<file path="config.mk">
export PLATFORM = sky130hd
export DESIGN_NAME = filled_circle_span_rasterizer_top
export DESIGN_NICKNAME = d
export VERILOG_FILES = /design/src/rtl/core/fcsr_pkg.sv /design/src/rtl/core/fcsr_ctrl.sv /design/src/rtl/core/fcsr_datapath.sv /design/src/rtl/core/filled_circle_span_rasterizer_top.sv
export SDC_FILE = /design/constraint.sdc
export NUM_CORES = 1
export LEC_CHECK = 0
export BUFFER_PORTS_ARGS = -buffer_cell sky130_fd_sc_hd__buf_4
export CAP_MARGIN = 40
export CORE_MARGIN = 8
export CORE_UTILIZATION = 45
export DETAILED_ROUTE_END_ITERATION = 12
export GPL_TIMING_DRIVEN = 0
export PLACE_DENSITY_LB_ADDON = 0.1
export SYNTH_ARGS = -nofsm -noshare
export SYNTH_HDL_FRONTEND = slang
export SYNTH_SLANG_ARGS = --single-unit
</file>
<file path="constraint.sdc">
create_clock -name clk_i -period 8.97 [get_ports clk_i]
set_input_delay 1.794 -clock clk_i [delete_from_list [all_inputs] [get_ports clk_i]]
set_output_delay 1.794 -clock clk_i [all_outputs]
set_load 0.005 [all_outputs]
</file>
<file path="src/rtl/core/fcsr_pkg.sv">
package fcsr_pkg;

  localparam int unsigned CoordW  = 10;
  localparam int unsigned RadiusW = 5;
  localparam int unsigned ColorW  = 16;
  localparam int unsigned DyW     = RadiusW + 1;
  localparam int unsigned SqW     = 2 * RadiusW;
  localparam int unsigned PosW    = CoordW + 2;

  typedef enum logic [0:0] {
    ST_IDLE,
    ST_WALK
  } fcsr_state_e;

  typedef struct packed {
    logic load;
    logic adjust;
    logic emit;
  } fcsr_cmd_t;

  typedef struct packed {
    logic adj_needed;
    logic last_row;
  } fcsr_status_t;

endpackage

</file>
<file path="src/rtl/core/fcsr_ctrl.sv">
module fcsr_ctrl
  import fcsr_pkg::*;
(
  input  logic         clk_i,
  input  logic         rst_ni,
  input  logic         in_valid_i,
  output logic         in_stall_o,
  output logic         out_valid_o,
  input  logic         out_stall_i,
  input  fcsr_status_t status_i,
  output fcsr_cmd_t    cmd_o
);

  fcsr_state_e state_q, state_d;
  logic        out_valid_q, out_valid_d;
  logic        out_free;

  assign out_free = !out_valid_q || !out_stall_i;

  always_comb begin
    state_d = state_q;
    case (state_q)
      ST_IDLE: begin
        if (in_valid_i) begin
          state_d = ST_WALK;
        end
      end
      ST_WALK: begin
        if (cmd_o.emit && status_i.last_row) begin
          state_d = ST_IDLE;
        end
      end
      default: state_d = ST_IDLE;
    endcase
  end

  always_comb begin
    cmd_o      = '0;
    in_stall_o = 1'b1;
    case (state_q)
      ST_IDLE: begin
        in_stall_o = 1'b0;
        cmd_o.load = in_valid_i;
      end
      ST_WALK: begin
        cmd_o.adjust = status_i.adj_needed;
        cmd_o.emit   = !status_i.adj_needed && out_free;
      end
      default: begin
        in_stall_o = 1'b1;
      end
    endcase
  end

  always_comb begin
    out_valid_d = out_valid_q && out_stall_i;
    if (cmd_o.emit) begin
      out_valid_d = 1'b1;
    end
  end

  always_ff @(posedge clk_i or negedge rst_ni) begin
    if (!rst_ni) begin
      state_q     <= ST_IDLE;
      out_valid_q <= 1'b0;
    end else begin
      state_q     <= state_d;
      out_valid_q <= out_valid_d;
    end
  end

  assign out_valid_o = out_valid_q;

endmodule

</file>
<file path="src/rtl/core/fcsr_datapath.sv">
module fcsr_datapath
  import fcsr_pkg::*;
#(
  parameter int unsigned SCREEN_WIDTH  = 240,
  parameter int unsigned SCREEN_HEIGHT = 280,
  parameter int unsigned MAX_RADIUS    = 31
) (
  input  logic                clk_i,
  input  fcsr_cmd_t           cmd_i,
  output fcsr_status_t        status_o,
  input  logic [CoordW-1:0]   center_x_i,
  input  logic [CoordW-1:0]   center_y_i,
  input  logic [RadiusW-1:0]  circle_radius_i,
  input  logic [ColorW-1:0]   fill_color_i,
  output logic [CoordW-1:0]   screen_row_o,
  output logic [CoordW-1:0]   span_col_low_o,
  output logic [CoordW-1:0]   span_col_high_o,
  output logic [ColorW-1:0]   span_color_o,
  output logic                span_empty_o,
  output logic                last_row_o
);

  localparam logic [RadiusW-1:0]     MaxR   = RadiusW'(MAX_RADIUS);
  localparam logic signed [PosW-1:0] ScrW   = PosW'(SCREEN_WIDTH);
  localparam logic signed [PosW-1:0] ScrH   = PosW'(SCREEN_HEIGHT);
  localparam logic signed [PosW-1:0] PosOne = PosW'(1);

  logic [CoordW-1:0]        cx_q, cy_q;
  logic [RadiusW-1:0]       r_q;
  logic [SqW-1:0]           r_sq_q;
  logic [ColorW-1:0]        color_q;
  logic signed [DyW-1:0]    dy_q;
  logic [RadiusW-1:0]       h_q;

  logic [RadiusW-1:0]       r_sat;
  logic [RadiusW-1:0]       dy_abs;
  logic [SqW-1:0]           dy_sq;
  logic [SqW-1:0]           lim;
  logic [SqW-1:0]           h_sq;
  logic [RadiusW:0]         h_inc;
  logic [SqW:0]             h_inc_sq;
  logic                     grow;
  logic                     shrink;

  logic signed [PosW-1:0]   y_pos, xl, xh, xl_c, xh_c;
  logic                     empty;

  logic [CoordW-1:0]        row_q, low_q, high_q;
  logic [ColorW-1:0]        ocolor_q;
  logic                     oempty_q, olast_q;

  assign r_sat    = (circle_radius_i > MaxR) ? MaxR : circle_radius_i;
  assign dy_abs   = dy_q[DyW-1] ? RadiusW'(-dy_q) : dy_q[RadiusW-1:0];
  assign dy_sq    = SqW'(dy_abs * dy_abs);
  assign lim      = r_sq_q - dy_sq;
  assign h_sq     = SqW'(h_q * h_q);
  assign h_inc    = {1'b0, h_q} + (RadiusW+1)'(1);
  assign h_inc_sq = (SqW+1)'(h_inc * h_inc);
  assign grow     = h_inc_sq <= {1'b0, lim};
  assign shrink   = h_sq > lim;

  assign status_o.adj_needed = grow || shrink;
  assign status_o.last_row   = dy_q == $signed({1'b0, r_q});

  assign y_pos = $signed({2'b00, cy_q}) + PosW'(dy_q);
  assign xl    = $signed({2'b00, cx_q}) - $signed(PosW'(h_q));
  assign xh    = $signed({2'b00, cx_q}) + $signed(PosW'(h_q));
  assign xl_c  = (xl < PosOne) ? PosOne : xl;
  assign xh_c  = (xh > ScrW - PosOne) ? ScrW - PosOne : xh;
  assign empty = (y_pos < PosOne) || (y_pos > ScrH - PosOne) || (xl_c > xh_c);

  always_ff @(posedge clk_i) begin
    if (cmd_i.load) begin
      cx_q    <= center_x_i;
      cy_q    <= center_y_i;
      r_q     <= r_sat;
      r_sq_q  <= SqW'(r_sat * r_sat);
      color_q <= fill_color_i;
      dy_q    <= -$signed({1'b0, r_sat});
      h_q     <= '0;
    end else if (cmd_i.adjust) begin
      h_q <= grow ? h_q + RadiusW'(1) : h_q - RadiusW'(1);
    end else if (cmd_i.emit) begin
      dy_q <= dy_q + DyW'(1);
    end
  end

  always_ff @(posedge clk_i) begin
    if (cmd_i.emit) begin
      olast_q  <= status_o.last_row;
      oempty_q <= empty;
      if (empty) begin
        row_q    <= '0;
        low_q    <= '0;
        high_q   <= '0;
        ocolor_q <= '0;
      end else begin
        row_q    <= CoordW'(ScrH - y_pos);
        low_q    <= CoordW'(ScrW - xh_c);
        high_q   <= CoordW'(ScrW - xl_c);
        ocolor_q <= color_q;
      end
    end
  end

  assign screen_row_o    = row_q;
  assign span_col_low_o  = low_q;
  assign span_col_high_o = high_q;
  assign span_color_o    = ocolor_q;
  assign span_empty_o    = oempty_q;
  assign last_row_o      = olast_q;

endmodule

</file>
<file path="src/rtl/core/filled_circle_span_rasterizer_top.sv">
// Filled circle span rasterizer: each accepted draw request (center, radius, color) yields
// 2*r+1 span transactions, one per row from top offset -r to +r, with last_row set on the
// final one; a radius above MAX_RADIUS is saturated. Spans are clipped to columns
// 1..SCREEN_WIDTH-1 and rows 1..SCREEN_HEIGHT-1 and mirrored; a fully clipped row comes out
// with span_empty set and its row, column and color fields zero. The half-width is tracked
// by a single step-by-one register, so a request passes through an accept step, one emit
// step per row and one adjust step per unit change of the half-width, with emits held while
// the output is stalled; the next request is taken once the last row is in the output register.
module filled_circle_span_rasterizer_top
  import fcsr_pkg::*;
#(
  parameter int unsigned SCREEN_WIDTH  = 240,
  parameter int unsigned SCREEN_HEIGHT = 280,
  parameter int unsigned MAX_RADIUS    = 31
) (
  input  logic                clk_i,
  input  logic                rst_ni,
  input  logic                in_valid_i,
  output logic                in_stall_o,
  input  logic [CoordW-1:0]   center_x_i,
  input  logic [CoordW-1:0]   center_y_i,
  input  logic [RadiusW-1:0]  circle_radius_i,
  input  logic [ColorW-1:0]   fill_color_i,
  output logic                out_valid_o,
  input  logic                out_stall_i,
  output logic [CoordW-1:0]   screen_row_o,
  output logic [CoordW-1:0]   span_col_low_o,
  output logic [CoordW-1:0]   span_col_high_o,
  output logic [ColorW-1:0]   span_color_o,
  output logic                span_empty_o,
  output logic                last_row_o
);

  fcsr_cmd_t    cmd;
  fcsr_status_t status;

  fcsr_ctrl u_ctrl (
    .clk_i       (clk_i),
    .rst_ni      (rst_ni),
    .in_valid_i  (in_valid_i),
    .in_stall_o  (in_stall_o),
    .out_valid_o (out_valid_o),
    .out_stall_i (out_stall_i),
    .status_i    (status),
    .cmd_o       (cmd)
  );

  fcsr_datapath #(
    .SCREEN_WIDTH  (SCREEN_WIDTH),
    .SCREEN_HEIGHT (SCREEN_HEIGHT),
    .MAX_RADIUS    (MAX_RADIUS)
  ) u_datapath (
    .clk_i           (clk_i),
    .cmd_i           (cmd),
    .status_o        (status),
    .center_x_i      (center_x_i),
    .center_y_i      (center_y_i),
    .circle_radius_i (circle_radius_i),
    .fill_color_i    (fill_color_i),
    .screen_row_o    (screen_row_o),
    .span_col_low_o  (span_col_low_o),
    .span_col_high_o (span_col_high_o),
    .span_color_o    (span_color_o),
    .span_empty_o    (span_empty_o),
    .last_row_o      (last_row_o)
  );

endmodule

</file>
Word level (Yosys, flattened, before mapping) --
Index checks and enable logic that the tools add are counted.
Word-level totals: output and inout port bits 50, logic and storage cells 70, register bits after elaboration 112
Operators by class: reductions and logical operators 12, bitwise operators 1, order comparisons 8, equal/unequal tests 2, multipliers 4, add/subtract/negate cells 13, multiplexer cells 15
Operators by type and width (number):
- 5-bit by 5-bit multiplier with 10-bit output | 3
- 12-bit by 2-bit less-than comparator with 1-bit output, second input constant | 2
- 9-bit by 10-bit subtractor with 10-bit output, first input constant | 2
- 6-bit two-way mux | 3
- 5-bit two-way mux | 3
- 11-bit by 6-bit adder with 12-bit output | 1
- 12-bit by 10-bit > comparator with 1-bit output, second input constant | 1
- 12-bit > comparator | 1
- 12-bit by 9-bit > comparator with 1-bit output, second input constant | 1
- 12-bit two-way mux | 1
- 10-bit by 5-bit adder with 11-bit output | 1
- 11-bit by 10-bit less-or-equal comparator with 1-bit output | 1
- 6-bit by 6-bit multiplier with 11-bit output | 1
- 11-bit two-way mux | 1
- 10-bit by 5-bit subtractor with 11-bit output | 1
- 10-bit > comparator | 1
- 10-bit subtractor | 1
- 10-bit subtractor, first input constant | 1
- 5-bit by 1-bit adder with 6-bit output, second input constant | 1
- 6-bit by 2-bit adder with 6-bit output, second input constant | 1
- 6-bit equality test | 1
- 5-bit negator with 6-bit output | 1
- 5-bit by 1-bit adder with 5-bit output, second input constant | 1
- 5-bit > comparator, second input constant | 1
- other kinds (12) | 23

Longest topological paths before layout --
word-level depth 12, mapped depth 34, mapped depth without buffers 33

Hierarchy --
A second synthesis with hierarchy kept.
Second synthesis, totals: cells, all modules 901, area total of the unflattened synthesis 9036.2 µm²
Modules (own cells, without submodules):
- fcsr_datapath | cells an instance 890, instances 1, area each 8934.8 µm²
- fcsr_ctrl | cells an instance 11, instances 1, area each 101.3 µm²

Worst setup path after synthesis --
No wires, ideal clock.
kind register -> register, from reg u_datapath.dy_q[0], to reg u_datapath.olast_q (netlist: u_datapath.last_row_o) (enable), arrival 7526 ps, required time 8516 ps, stages on the path, launching flop included 25, setup slack 990 ps, clock period less this slack 7980 ps, path buffers 1, path through edfxtp_1 clkbuf_1 inv_1 ha_1 nand2_1 nand2_1 xor2_1 nor2_1 inv_1 fa_1 fa_1 inv_1 fa_1 inv_1 ha_1 o21a_1 o41ai_1 o21ai_0 xnor2_1 ha_1 nand4_1 a21oi_1 o41ai_1 nand3_1 nor2_1
RTL lines:
- from (decl) | line fcsr_datapath.sv:32 | logic signed [DyW-1:0] dy_q;
- from (signal assigned) | line fcsr_datapath.sv:79 | dy_q <= -$signed({1'b0, r_sat});
- from (signal assigned) | line fcsr_datapath.sv:84 | dy_q <= dy_q + DyW'(1);
- to (signal assigned) | line fcsr_datapath.sv:90 | olast_q <= status_o.last_row;
- to (decl) | line fcsr_datapath.sv:50 | logic oempty_q, olast_q;

Worst setup path after layout --
from reg u_datapath.dy_q[0], to reg u_datapath.h_q[4]
On the way: word-level cells in the longest chain between the ends 7
RTL lines:
- 5-bit negator | line fcsr_datapath.sv:53 | assign dy_abs = dy_q[DyW-1] ? RadiusW'(-dy_q) : dy_q[RadiusW-1:0];
- 5-bit two-way mux * | line fcsr_datapath.sv:53
- 5-bit by 5-bit multiplier with 10-bit output * | line fcsr_datapath.sv:54 | assign dy_sq = SqW'(dy_abs * dy_abs);
- 10-bit subtractor * | line fcsr_datapath.sv:55 | assign lim = r_sq_q - dy_sq;
- 11-bit by 10-bit less-or-equal comparator with 1-bit output / 10-bit > comparator (equally long branches) | line fcsr_datapath.sv:59, fcsr_datapath.sv:60
- 1-bit logical OR | line fcsr_datapath.sv:62 | assign status_o.adj_needed = grow || shrink;
- 2-bit two-way mux | line fcsr_ctrl.sv:40 | case (state_q)
- to (signal assigned) | line fcsr_datapath.sv:82 | h_q <= grow ? h_q + RadiusW'(1) : h_q - RadiusW'(1);
- to (decl) | line fcsr_datapath.sv:33 | logic [RadiusW-1:0] h_q;
Every way passes the cells marked *; elsewhere a longest branch is shown, timed or not. A chain may end at the register's enable or synchronous reset.

==> impl_metrics.tcl <==
set metrics [dict create \
    status "finished, final reports clean" \
    synth_cell_types 76 \
    clk_path_buf_depth 2 \
    post_cts_resized 0 \
    cp_num_buf_inv 5 \
    layout-drive-gt1-share 0.137 \
    die_y_um 158 \
    finalWirelength_mm 18.8 \
    hold_end "u_datapath.span_color_o[15]" \
    reg2reg_from "u_datapath.dy_q[0]" \
    antennaDiodeCount 0 \
    synth_top_area_frac 0.343 \
    ys_top_cells_by_area "edfxtp_1, ha_1, fa_1" \
    drtPass1Iterations 4 \
    vias_per_cell 5.08 \
    grt_pass1_vias 6424 \
    slowest_delay_ns 0.55 \
    min_path_cells 1 \
    dp_worst_setup_slack_ns 1.21 \
    hold_start "u_datapath.color_q[15]" \
    synth_edf_count 103 \
    cts_tree "done" \
    maxSlewViolCount 0 \
    coreArea_mm2 0.0200 \
    hpwl_mm 15.1 \
    postSynthCellCount 904 \
    synth_area_mm2 0.00903 \
    grt_max_degree 31 \
    path_delay_family "adder cells" \
    final_common_cell "ha_1" \
    fillers 1894 \
    path_clk_slew_ns 0.08 \
    grt_pass1_wl_mm 31.1 \
    grt_usage 0.156 \
    core.rowCount 52 \
    htreeDepth 3 \
    setup_violations 0 \
    crit_slowest_cell "fa_1" \
    wl_per_cell_um 14.6 \
    pin_count 95 \
    utilization 0.522 \
    cp_max_fo 9 \
    yosysSeqAreaShare 0.359 \
    fin_skew_ns 0.0105 \
    ys_ff_latch 110 \
    synth_area_per_cell_um2 9.99 \
    cts-root-buf "clkbuf_16" \
    final_hold_viol_count 0 \
    final_cell_mix "ha_1, edfxtp_1, buf_4" \
    endpoint_kind "register" \
    rr_endpoint "u_datapath.h_q[4]" \
    drc 0 \
    final_area_mm2 0.0104 \
    start_util 0.452 \
    yosysWarningCount 0 \
    antenna_found_initial 0 \
    critical_path_class "register to register" \
    place_area_mm2 0.0101 \
    cts.sinks 110 \
    syn_to_final_growth_pct 15.4 \
    fmax_mhz 130 \
    insertion_delay_ns 0.36 \
    cp.required_ns 9.22 \
    fin_ws_ns 1.29 \
    drt_iter0_markers 248 \
    antenna_left 0 \
    ff2ff_setup_slack_ns 1.29 \
    gp_congestion 0.845 \
    synth_ff_type "edfxtp_1" \
    slew_headroom 0.480 \
    nNetsFinal 1199 \
    synthArstFlopShare 0.0182 \
    startpoint_type "register" \
    port-buffer-count 90 \
    period_needed_ns 7.68 \
    fin_crit_sh 0.856 \
    critPathArrivalTime_ns 7.93 \
    dieWidth_um 158 \
    worst_pin_slew_ns 0.768 \
    r2r_cells 31 \
    rsz0062_at_grt "false" \
    overflow 0 \
    holdCritPathClass "register to register" \
    numCtsBuffers 9 \
    synth_top_area_cell "edfxtp_1" \
    num_vias 6538 \
    dieArea_mm2 0.0248 \
    drv_cap 0 \
    post_cts_buffers 0 \
    cts-hold-fix-buffers 0 \
]
[cells by family (layout without fill, tap and decap cells)]
group / Yosys count / after routing / share of synthesized area
AND/OR/NAND/NOR: 290 / 290 / 0.166
buffers and inverters: 117 / 226 / 0.0514
XOR/XNOR: 80 / 80 / 0.0776
other: 2 / 7 / 0.000832
adder cells (fa/ha/maj): 141 / 141 / 0.216
multiplexers: 7 / 7 / 0.00804
AO/OA/AOI/OAI: 157 / 157 / 0.120
flip-flops: 110 / 110 / 0.359
[sequential cells by signal, indices dropped and copies added (netlist names)]
name and flops:
u_datapath.h_q 5, u_datapath.span_empty_o 1, u_datapath.span_color_o 16, u_datapath.dy_q 6
u_datapath.screen_row_o 10, u_datapath.last_row_o 1, u_datapath.span_col_high_o 10, u_ctrl.out_valid_o 1
u_ctrl.state_q 1, u_datapath.r_sq_q 9, u_datapath.cy_q 10, u_datapath.span_col_low_o 10
u_datapath.r_q 4, u_datapath.color_q 16, u_datapath.cx_q 10
[Yosys cell counts, drive strengths merged (3+ instances only)]
cell type and n:
edfxtp 103, buf 7, nand4b 4, nor2b 20, a211oi 5, o31a 3, o21ai 31, o211ai 4
fa 25, clkbuf 23, dfxtp 5, or4b 3, nand3 20, nand2b 13, mux2i 5, inv 86
a41oi 3, ha 116, o21a 14, nand2 51, xnor2 53, or2 10, nor3 21, and4 3
nor2 82, o41ai 3, o21bai 7, nand4 4, and3 4, a21o 16, or3 4, and2 31
nor4b 3, a221oi 5, xor2 27, a21oi 37, nor4 9, nor3b 4, o31ai 4
[per-layer routing]
layer	wire [um]	global-route usage	share of wire
met1	8720	0.202	0.46
met2	9250	0.265	0.49
met3	634	0.0278	0.034
met4	213	0.0372	0.011
met5	0	0	0
[worst max path at each step]
stage                                   from                            end  slack (ns)  cells after the start
after global placement    u_datapath.dy_q[0]  u_datapath.span_col_high_o[5]       -1.07                     24
after detailed placement  u_datapath.dy_q[0]              u_datapath.h_q[4]        1.21                     31
after global routing      u_datapath.dy_q[0]              u_datapath.h_q[4]        0.66                     31
after floorplan           u_datapath.dy_q[0]          u_datapath.last_row_o        0.99                     24
final                     u_datapath.dy_q[0]              u_datapath.h_q[4]        1.29                     31
after CTS                 u_datapath.dy_q[0]              u_datapath.h_q[4]        1.19                     31
[final cells by class]
| cell class | instances | area, um2 | share of cell area |
|---|---|---|---|
| multi-input cells | 682 | 5350 | 0.513 |
| well taps | 270 | 338 | 0.0324 |
| inverters | 87 | 327 | 0.0313 |
| plain buffers | 30 | 138 | 0.0132 |
| clock buffers | 9 | 225 | 0.0216 |
| clock inverters | 7 | 83.8 | 0.00804 |
| repair buffers | 93 | 721 | 0.0692 |
| flip-flops and latches | 110 | 3240 | 0.311 |
[metrics by stage]
| step | cells | setup TNS, ns | hold slack, ns |
|---|---|---|---|
| after floorplan | 909 | 0 | 0.497 |
| after global placement | 1269 | -51.17 | 0.499 |
| after detailed placement | 1271 | 0 | 0.501 |
| after CTS | 1287 | 0 | 0.522 |
| after global routing | 1288 | 0 | 0.536 |
| final | 1288 | 0 | 0.520 |
Power is not shown: default switching activity piles up to over one toggle a cycle in this logic, so the estimate is an artifact.
